File: src/design/owrs_pkg.sv
// ----------------------------------------------------------------------------
// owrs_pkg
// Shared types and constants for the 1-Wire ROM search sequencer.
// ----------------------------------------------------------------------------
package owrs_pkg;

  // Bus event kinds on the input stream
  typedef enum logic [1:0] {
    CMD_START    = 2'd0,
    CMD_PRESENCE = 2'd1,
    CMD_PAIR     = 2'd2,
    CMD_ROM      = 2'd3
  } cmd_t;

  // Requests and reports on the output stream
  typedef enum logic [2:0] {
    ACT_RESET    = 3'd0,
    ACT_WRCMD    = 3'd1,
    ACT_READPAIR = 3'd2,
    ACT_WRBIT    = 3'd3,
    ACT_READROM  = 3'd4,
    ACT_FOUND    = 3'd5,
    ACT_FINISH   = 3'd6
  } action_t;

  // Sequencer phase
  typedef enum logic [1:0] {
    PH_IDLE = 2'd0,
    PH_PRES = 2'd1,
    PH_PAIR = 2'd2,
    PH_ROM  = 2'd3
  } phase_t;

  // Register index (paddr[2])
  localparam logic REG_MAX_DEVICES = 1'b0;
  localparam logic REG_SEARCH_CMD  = 1'b1;

  localparam logic [7:0]        MAX_DEV_RESET    = 8'd10;
  localparam logic [7:0]        SEARCH_CMD_RESET = 8'hF0;
  localparam logic [7:0]        READ_ROM_CMD     = 8'h33;
  localparam logic [7:0]        CRC_POLY         = 8'h8C;
  localparam logic signed [7:0] BRANCH_NONE      = 8'sd64;
  localparam logic signed [6:0] LZ_NONE          = -7'sd1;

  typedef struct packed {
    logic [7:0] max_devices;
    logic [7:0] search_command;
  } cfg_t;

  typedef struct packed {
    cmd_t        cmd;
    logic        no_presence;
    logic        id_bit;
    logic        cpl_bit;
    logic [63:0] rom_value;
  } item_t;

  typedef struct packed {
    action_t     action;
    logic        bit_value;
    logic [7:0]  command_byte;
    logic [63:0] device_code;
    logic        crc_ok;
  } res_t;

  // Up to three results caused by one event
  typedef struct packed {
    logic [1:0]     count;
    res_t [2:0]     res;
  } bundle_t;

endpackage

File: src/design/owrs_core.sv
// ----------------------------------------------------------------------------
// owrs_core
// Search state and single-pass next-state logic; builds the result bundle.
// ----------------------------------------------------------------------------
module owrs_core
  import owrs_pkg::*;
(
  input  logic    clk,
  input  logic    rst,
  input  logic    fire,
  input  item_t   item,
  input  cfg_t    cfg,
  output bundle_t bundle
);

  phase_t             phase, phase_next;
  logic [63:0]        prev_code, prev_code_next;
  logic [63:0]        cur_code, cur_code_next;
  logic signed [7:0]  branch_mark, branch_mark_next;
  logic signed [6:0]  zero_pos, zero_pos_next;
  logic [5:0]         bit_pos, bit_pos_next;
  logic [7:0]         passes, passes_next;
  logic               final_seen, final_seen_next;

  logic [63:0]        code_new;
  logic               dir;
  logic               pass_ok;

  // Dallas CRC8 of the low seven bytes, compared with the top byte
  function automatic logic crc_match(input logic [63:0] code);
    logic [7:0] crc;
    crc = '0;
    for (int b = 0; b < 56; b++) begin
      if (crc[0] ^ code[b]) crc = (crc >> 1) ^ CRC_POLY;
      else                  crc = crc >> 1;
    end
    return crc == code[63:56];
  endfunction

  // Preferred direction at a bit position
  function automatic logic search_dir(input logic [5:0] pos,
                                      input logic signed [7:0] bm,
                                      input logic [63:0] prev);
    logic signed [7:0] p;
    p = signed'({2'b00, pos});
    if (p == bm)     return 1'b1;
    else if (p > bm) return 1'b0;
    else             return prev[pos];
  endfunction

  function automatic res_t mk_res(input action_t a, input logic b,
                                  input logic [7:0] cb);
    res_t r;
    r              = '0;
    r.action       = a;
    r.bit_value    = b;
    r.command_byte = cb;
    return r;
  endfunction

  function automatic res_t mk_found(input logic [63:0] code);
    res_t r;
    r             = '0;
    r.action      = ACT_FOUND;
    r.device_code = code;
    r.crc_ok      = crc_match(code);
    return r;
  endfunction

  // State register
  always_ff @(posedge clk) begin
    if (rst) begin
      phase       <= PH_IDLE;
      prev_code   <= '0;
      cur_code    <= '0;
      branch_mark <= BRANCH_NONE;
      zero_pos    <= LZ_NONE;
      bit_pos     <= '0;
      passes      <= '0;
      final_seen  <= 1'b0;
    end else if (fire) begin
      phase       <= phase_next;
      prev_code   <= prev_code_next;
      cur_code    <= cur_code_next;
      branch_mark <= branch_mark_next;
      zero_pos    <= zero_pos_next;
      bit_pos     <= bit_pos_next;
      passes      <= passes_next;
      final_seen  <= final_seen_next;
    end
  end

  // Next state and results for one event
  always_comb begin
    phase_next       = phase;
    prev_code_next   = prev_code;
    cur_code_next    = cur_code;
    branch_mark_next = branch_mark;
    zero_pos_next    = zero_pos;
    bit_pos_next     = bit_pos;
    passes_next      = passes;
    final_seen_next  = final_seen;
    bundle           = '0;
    code_new         = cur_code;
    dir              = 1'b0;
    pass_ok          = 1'b0;

    unique case (item.cmd)
      CMD_START: begin
        branch_mark_next = BRANCH_NONE;
        zero_pos_next    = LZ_NONE;
        bit_pos_next     = '0;
        final_seen_next  = 1'b0;
        prev_code_next   = '0;
        cur_code_next    = '0;
        bundle.count     = 2'd1;
        if (cfg.max_devices != 8'd0) begin
          passes_next   = 8'd1;
          bundle.res[0] = mk_res(ACT_RESET, 1'b0, 8'd0);
          phase_next    = PH_PRES;
        end else begin
          passes_next   = '0;
          bundle.res[0] = mk_res(ACT_FINISH, 1'b0, 8'd0);
          phase_next    = PH_IDLE;
        end
      end

      CMD_PRESENCE: begin
        if (phase == PH_PRES) begin
          if (item.no_presence) begin
            bundle.count  = 2'd1;
            bundle.res[0] = mk_res(ACT_FINISH, 1'b0, 8'd0);
            phase_next    = PH_IDLE;
          end else if (cfg.max_devices == 8'd1) begin
            bundle.count  = 2'd2;
            bundle.res[0] = mk_res(ACT_WRCMD, 1'b0, READ_ROM_CMD);
            bundle.res[1] = mk_res(ACT_READROM, 1'b0, 8'd0);
            phase_next    = PH_ROM;
          end else begin
            bit_pos_next  = '0;
            bundle.count  = 2'd2;
            bundle.res[0] = mk_res(ACT_WRCMD, 1'b0, cfg.search_command);
            bundle.res[1] = mk_res(ACT_READPAIR,
                                   search_dir(6'd0, branch_mark, prev_code), 8'd0);
            phase_next    = PH_PAIR;
          end
        end
      end

      CMD_PAIR: begin
        if (phase == PH_PAIR) begin
          if (item.id_bit && item.cpl_bit) begin
            // pass dropped: partial code becomes the previous one if another pass follows
            bundle.count = 2'd1;
            if (!final_seen && passes < cfg.max_devices) begin
              passes_next    = 8'(passes + 8'd1);
              prev_code_next = cur_code;
              cur_code_next  = '0;
              bundle.res[0]  = mk_res(ACT_RESET, 1'b0, 8'd0);
              phase_next     = PH_PRES;
            end else begin
              bundle.res[0]  = mk_res(ACT_FINISH, 1'b0, 8'd0);
              phase_next     = PH_IDLE;
            end
          end else begin
            if (!item.id_bit && !item.cpl_bit) begin
              dir = search_dir(bit_pos, branch_mark, prev_code);
              if (!dir) zero_pos_next = signed'({1'b0, bit_pos});
            end else begin
              dir = item.id_bit;
            end
            code_new      = cur_code | ({63'd0, dir} << bit_pos);
            cur_code_next = code_new;
            bundle.res[0] = mk_res(ACT_WRBIT, dir, 8'd0);
            if (bit_pos != 6'd63) begin
              bit_pos_next  = 6'(bit_pos + 6'd1);
              bundle.count  = 2'd2;
              bundle.res[1] = mk_res(ACT_READPAIR,
                                     search_dir(6'(bit_pos + 6'd1), branch_mark, prev_code),
                                     8'd0);
            end else begin
              // code complete: update discrepancy tracking, report, then start another pass or finish
              final_seen_next  = final_seen
                                 | (branch_mark == {zero_pos_next[6], zero_pos_next})
                                 | zero_pos_next[6];
              branch_mark_next = {zero_pos_next[6], zero_pos_next};
              bundle.count     = 2'd3;
              bundle.res[1]    = mk_found(code_new);
              pass_ok          = !final_seen_next && passes < cfg.max_devices;
              if (pass_ok) begin
                passes_next    = 8'(passes + 8'd1);
                prev_code_next = code_new;
                cur_code_next  = '0;
                bundle.res[2]  = mk_res(ACT_RESET, 1'b0, 8'd0);
                phase_next     = PH_PRES;
              end else begin
                bundle.res[2]  = mk_res(ACT_FINISH, 1'b0, 8'd0);
                phase_next     = PH_IDLE;
              end
            end
          end
        end
      end

      CMD_ROM: begin
        if (phase == PH_ROM) begin
          cur_code_next = item.rom_value;
          phase_next    = PH_IDLE;
          if (item.rom_value != 64'd0) begin
            bundle.count  = 2'd2;
            bundle.res[0] = mk_found(item.rom_value);
            bundle.res[1] = mk_res(ACT_FINISH, 1'b0, 8'd0);
          end else begin
            bundle.count  = 2'd1;
            bundle.res[0] = mk_res(ACT_FINISH, 1'b0, 8'd0);
          end
        end
      end

      default: ;
    endcase
  end

endmodule

File: src/design/owrs_outbuf.sv
// ----------------------------------------------------------------------------
// owrs_outbuf
// Result register: holds one bundle and sends its results one beat each.
// ----------------------------------------------------------------------------
module owrs_outbuf
  import owrs_pkg::*;
(
  input  logic        clk,
  input  logic        rst,
  input  logic        load,
  input  bundle_t     bundle_in,
  output logic        load_ok,
  output logic        m_tvalid,
  input  logic        m_tready,
  output logic [79:0] m_tdata,   // bit_value, command_byte, device_code, crc_ok, pad
  output logic [2:0]  m_tuser,   // action
  output logic        m_tlast
);

  bundle_t    bnd;
  logic       valid;
  logic [1:0] idx;
  logic       beat_last;
  res_t       cur;

  assign beat_last = idx == 2'(bnd.count - 2'd1);
  assign load_ok   = !valid || (m_tready && beat_last);
  assign cur       = bnd.res[idx];

  // Control: valid flag and beat index
  always_ff @(posedge clk) begin
    if (rst) begin
      valid <= 1'b0;
      idx   <= '0;
    end else if (load && bundle_in.count != 2'd0) begin
      valid <= 1'b1;
      idx   <= '0;
    end else if (valid && m_tready) begin
      if (beat_last) valid <= 1'b0;
      else           idx   <= 2'(idx + 2'd1);
    end
  end

  // Payload
  always_ff @(posedge clk) begin
    if (load) bnd <= bundle_in;
  end

  assign m_tvalid = valid;
  assign m_tdata  = {6'd0, cur.crc_ok, cur.device_code, cur.command_byte, cur.bit_value};
  assign m_tuser  = cur.action;
  assign m_tlast  = beat_last;

endmodule

File: src/design/onewire_rom_search.sv
// ----------------------------------------------------------------------------
// onewire_rom_search
// 1-Wire ROM search sequencer: input register, search core, result register.
// ----------------------------------------------------------------------------
// Path: an event's first result beat goes through the input register, then the
//   result register; a busy result register holds the event in the input register.
// Throughput: one event per cycle when each event gives one result and m_tready is high;
//   an event giving up to three results holds the result register until its last beat goes.
// Reset: synchronous; clears search state and stream flags, and loads
//   max_devices = 10, search_command = 0xF0.
module onewire_rom_search
  import owrs_pkg::*;
(
  input  logic        clk,
  input  logic        rst,
  // event stream
  input  logic        s_tvalid,
  output logic        s_tready,
  input  logic [71:0] s_tdata,   // no_presence, id_bit, cpl_bit, rom_value[66:3], pad
  input  logic [1:0]  s_tuser,   // cmd
  // result stream
  output logic        m_tvalid,
  input  logic        m_tready,
  output logic [79:0] m_tdata,   // bit_value, command_byte, device_code, crc_ok, pad
  output logic [2:0]  m_tuser,   // action
  output logic        m_tlast,
  // register port
  input  logic        psel,
  input  logic        penable,
  input  logic        pwrite,
  input  logic [2:0]  paddr,
  input  logic [31:0] pwdata,
  output logic [31:0] prdata,
  output logic        pready
);

  cfg_t    cfg;
  item_t   item;
  logic    in_valid;
  logic    fire;
  logic    load_ok;
  bundle_t bundle;

  // Registers
  assign pready = 1'b1;

  always_ff @(posedge clk) begin
    if (rst) begin
      cfg.max_devices    <= MAX_DEV_RESET;
      cfg.search_command <= SEARCH_CMD_RESET;
    end else if (psel && penable && pwrite && pready) begin
      unique case (paddr[2])
        REG_MAX_DEVICES: cfg.max_devices    <= pwdata[7:0];
        REG_SEARCH_CMD:  cfg.search_command <= pwdata[7:0];
        default: ;
      endcase
    end
  end

  always_comb begin
    unique case (paddr[2])
      REG_MAX_DEVICES: prdata = {24'd0, cfg.max_devices};
      REG_SEARCH_CMD:  prdata = {24'd0, cfg.search_command};
      default:         prdata = '0;
    endcase
  end

  // Input register
  assign fire     = in_valid && load_ok;
  assign s_tready = !in_valid || fire;

  always_ff @(posedge clk) begin
    if (rst) begin
      in_valid <= 1'b0;
    end else if (s_tvalid && s_tready) begin
      in_valid <= 1'b1;
    end else if (fire) begin
      in_valid <= 1'b0;
    end
  end

  always_ff @(posedge clk) begin
    if (s_tvalid && s_tready) begin
      item.cmd         <= cmd_t'(s_tuser);
      item.no_presence <= s_tdata[0];
      item.id_bit      <= s_tdata[1];
      item.cpl_bit     <= s_tdata[2];
      item.rom_value   <= s_tdata[66:3];
    end
  end

  owrs_core u_core (
    .clk    (clk),
    .rst    (rst),
    .fire   (fire),
    .item   (item),
    .cfg    (cfg),
    .bundle (bundle)
  );

  owrs_outbuf u_outbuf (
    .clk       (clk),
    .rst       (rst),
    .load      (fire),
    .bundle_in (bundle),
    .load_ok   (load_ok),
    .m_tvalid  (m_tvalid),
    .m_tready  (m_tready),
    .m_tdata   (m_tdata),
    .m_tuser   (m_tuser),
    .m_tlast   (m_tlast)
  );

endmodule

File: config.mk
export PLATFORM = sky130hd
export DESIGN_NAME = onewire_rom_search
export DESIGN_NICKNAME = d
export VERILOG_FILES = /design/src/design/owrs_pkg.sv /design/src/design/owrs_core.sv /design/src/design/owrs_outbuf.sv /design/src/design/onewire_rom_search.sv
export SDC_FILE = /design/constraint.sdc
export NUM_CORES = 1
export LEC_CHECK = 0
export BUFFER_PORTS_ARGS = -buffer_cell sky130_fd_sc_hd__buf_2
export CAP_MARGIN = 20
export CORE_ASPECT_RATIO = 1.5
export CORE_UTILIZATION = 35
export CTS_BUF_LIST = sky130_fd_sc_hd__clkbuf_16
export CTS_CLUSTER_SIZE = 12
export DETAILED_ROUTE_END_ITERATION = 12
export GPL_TIMING_DRIVEN = 0
export MAX_ROUTING_LAYER = met4
export PLACE_DENSITY = 0.61
export SLEW_MARGIN = 20
export SYNTH_ARGS = -nofsm -noshare
export SYNTH_HDL_FRONTEND = slang
export SYNTH_HIERARCHICAL = 1
export SYNTH_SLANG_ARGS = --single-unit
File: constraint.sdc
create_clock -name clk -period 14.3 [get_ports clk]
set_input_delay 2.86 -clock clk [delete_from_list [all_inputs] [get_ports clk]]
set_output_delay 2.86 -clock clk [all_outputs]
set_load 0.01 [all_outputs]
==> summary.md <==
| Metric | Value |
|---|---|
| Mean Syn Cell Area | 10.29 sq um |
| Library cells used by synthesis | 92 |
| Post-CTS Resized | 0 |
| Core area | 76180 sq um |
| Max-cap violations | 0 |
| Final Cycle Share | 60.58% |
| Max IR drop VDD | 0.5797 mV |
| Min Tclk post-route | 8.663 ns |
| GRT Resource Usage Total | 23.52% |
| Fillers | 7508 |
| Leakage | 11.16 nW |
| Final Hold Viols | 0 |
| GPL Wtd Cong | 1.015 |
| Yosys top cell area share | 33.74% |
| Ports | 235 |
| Mux share of post-synthesis cell area | 7.579% |
| Synth top cells by count | edfxtp_1, nor2_1, nand2_1 |
| Slowest stage delay, CP | 0.96 ns |
| Initial antenna violation count | 1 |
| PnR worst setup slack | 5.637 ns |
| Clock sinks | 482 |
| Fraction of registers with async set/reset | 0% |
| CP Data Arrival Time | 8.92 ns |
| Layout cells sized above 1 | 16.69% |
| Root buf cell | clkbuf_16 |
| Synth area leader | edfxtp_1 |
| Starting Density | 35.28% |
| Row cnt | 124 |
| Finish-stage setup viols | 0 |
| Gr ovfl total | 0 |
| Die Area | 77920 sq um |
| DP Area | 29590 sq um |
| EDFF count, synth | 302 |
| Req. time, crit path | 14.55 ns |
| Pint | 4.214 mW |
| H-tree Lvls | 2 |
| RSZ-0062 raised after global routing | false |
| Sequential area share after synthesis | 47.15% |
| Largest net degree at the start of global routing | 58 |
| Status | finished clean |
| Nets@finish | 3088 |
| Vias in the first global route | 20.26k |
| DRT iter0 DRCs | 1778 |
| Startpoint Class | flop |
| Die Wd | 228.3 um |
| Cell area power density | 230.5 nW/um^2 |
| Combinational Power Share | 61.7% |
| Part of the power in registers | 21.7% |
| Worst Max-Slew Pin Slew | 1.191 ns |
| #FFs+latches synth | 482 |
| CTS Buf Count | 50 |
| Relative slew slack | 20.01% |
| Pre-Repair DR Iteration Count | 6 |
| Pins Over Slew Limit | 0 |
| DR WL/cell | 22.68 um |
| Clock skew | 0.02974 ns |
| Crit path max-delay cell type | a2111oi_2 |
| Post-CTS Setup Bufs | 0 |
| Setup total negative slack | 0 ns |
| Largest family of logic cells by synthesized area | simple AND/OR/NAND/NOR gates |
| CTS Buffer Depth | 3 |
| Layout area overhead | 15.51% |
| Worst-path cell chain | buf_6 -> buf_2 -> inv_1 -> ha_1 -> nand4_1 -> nor2_1 -> a21oi_1 -> clkbuf_1 -> nor3_1 -> a211oi_2 -> xnor2_1 -> xnor3_2 -> xor3_1 -> xnor3_2 -> xnor2_2 -> xor2_2 -> xnor3_2 -> xnor3_1 -> xor2_1 -> a211o_1 -> a2111oi_2 |
| Fin cells | 3998 |
| Post-synthesis compound-gate area fraction | 12.02% |
| Clock power frac | 16.6% |
| Overall power | 7.155 mW |
| Mapped cell area | 26870 sq um |
| Post-synth top flop | edfxtp_1 |
| Crit Path Max Fanout | 10 |
| IO buf count | 172 |
| Switch share | 41.11% |
| Routed via count | 20.72k |
| Clk slew on worst S/H paths | 0.07 ns |
| Final ANT Viol Nets | 0 |
| Cells after synthesis | 2611 |
| Post-Synth Simple-Gate Area | 14.41% |
| Final instance area | 31040 sq um |
| Ant diodes | 0 |
| Dpl cells | 3906 |
| Most common cell on crit path | xnor3_2 |
| Cts hold-fix bufs | 0 |
| Hold WC Path Type | flop to flop |
| CTS tree | built |
| Yosys Warn Count | 6 |
| DP HPWL | 70920 um |
| DR DRC count | 0 |
| Top-count cell post-synth | edfxtp_1 |
| NetSw | 2.941 mW |
| Crit path max-delay family | XOR/XNOR gates |
| Synth top area cells | edfxtp_1, dfxtp_1, xnor2_1 |
| Vias per std cell | 5.182 |
| Chip height | 341.4 um |
| First-pass GRT wire length | 132200 um |
| F_max | 0.1154 GHz |
| WL final | 90680 um |
| WS Path Type | flop to flop |
| Min Hold Slack | 0.4694 ns |
| Worst Path Buf+Inv | 4 |
| Post-synthesis xor/xnor area fraction | 11.24% |
| Adder-cell share of the synthesized area | 1.024% |
| CP endpoint kind | flop |
| Post-place setup slack | 5.830 ns |
| Final core occ | 40.75% |
| Clk_lat worst skew | 0.62 ns |
## placed cells by master (no fill, tap or decap), types with 80 or more instances in the layout
| master | n |
|---|---|
| edfxtp_1 | 302 |
| nor2_1 | 278 |
| nand2_1 | 198 |
| buf_2 | 197 |
| a21oi_1 | 190 |
| dfxtp_1 | 180 |
| o21ai_0 | 170 |
| xnor2_1 | 167 |
| buf_4 | 121 |
| clkbuf_1 | 116 |
| conb_1 | 114 |
| mux2i_1 | 111 |
| nor3_1 | 89 |
| and2_1 | 80 |
## power groups by stage
stage               Combinational, mW  Sequential [mW]  Clock [mW]
finish                           4.41             1.56        1.19
global route                     4.77             1.56        1.26
CTS                              4.43             1.56        1.22
detailed placement               4.42             1.58           0
global placement                 4.31             1.60           0
floorplan                        3.70             1.58           0
## registers in the layout, indices dropped and copies added (netlist names)
name and count:
u_outbuf/m_tvalid 1, u_core/prev_code 64, u_outbuf/bnd 233, u_core/phase 2, u_core/bit_pos 6, cfg 16
u_core/cur_code 64, u_core/passes 8, u_outbuf/idx 2, item 69, u_core/zero_pos 7, u_core/final_seen 1
u_core/branch_mark 8, in_valid 1
## worst register-to-register path: stages, from the launching register on
cell,delay [ns]
dfxtp_1,0.43
buf_6,0.19
buf_2,0.40
inv_1,0.30
ha_1,0.37
nand4_1,0.10
nor2_1,0.10
a21oi_1,0.56
clkbuf_1,0.53
nor3_1,0.16
a211oi_2,0.47
xnor2_1,0.39
xnor3_2,0.56
xor3_1,0.48
xnor3_2,0.47
xnor2_2,0.24
xor2_2,0.24
xnor3_2,0.54
xnor3_1,0.38
xor2_1,0.17
a211o_1,0.25
a2111oi_2,0.96
## final cells by class
type	count	area (sq um)	share of cell area (%)
repair buffers	177	998.5	3.216
clock inverters	42	193.9	0.6247
well taps	1008	1261	4.063
clock buffers	50	1251	4.031
multi-input cells	1927	12920	41.61
inverters	26	97.59	0.3144
flip-flops and latches	482	12670	40.82
plain buffers	286	1652	5.320
## worst paths after layout
check / start / endpoint / slack, ns / cells past startpoint
worst max-delay path: u_core/bit_pos[0] / u_outbuf/bnd[77] / 5.64 / 21
worst min-delay path: u_core/zero_pos[6] / u_core/zero_pos[6] / 0.47 / 1
worst max register to register: u_core/bit_pos[0] / u_outbuf/bnd[77] / 5.64 / 21
worst min register to register: u_core/zero_pos[6] / u_core/zero_pos[6] / 0.47 / 1
## routing by layer
| layer | up-vias | wire (um) | GRT usage [%] |
|---|---|---|---|
| li1 | 9748 | - | - |
| met1 | 9890 | 34340 | 25.63 |
| met2 | 801 | 44860 | 40.02 |
| met3 | 277 | 4099 | 2.383 |
| met4 | 0 | 7386 | 17.16 |
| met5 | - | 0 | - |
## cells by family (layout without fill, tap and decap cells)
kind of cell    Yosys count  after routing
buf+inv                 312            581
other cells               4            114
simple gates            822            822
compound gates          536            536
xor+xnor                269            269
mux                     164            164
flops                   482            482
fa+ha+maj                22             22
Power figures use the tool's default switching activity.
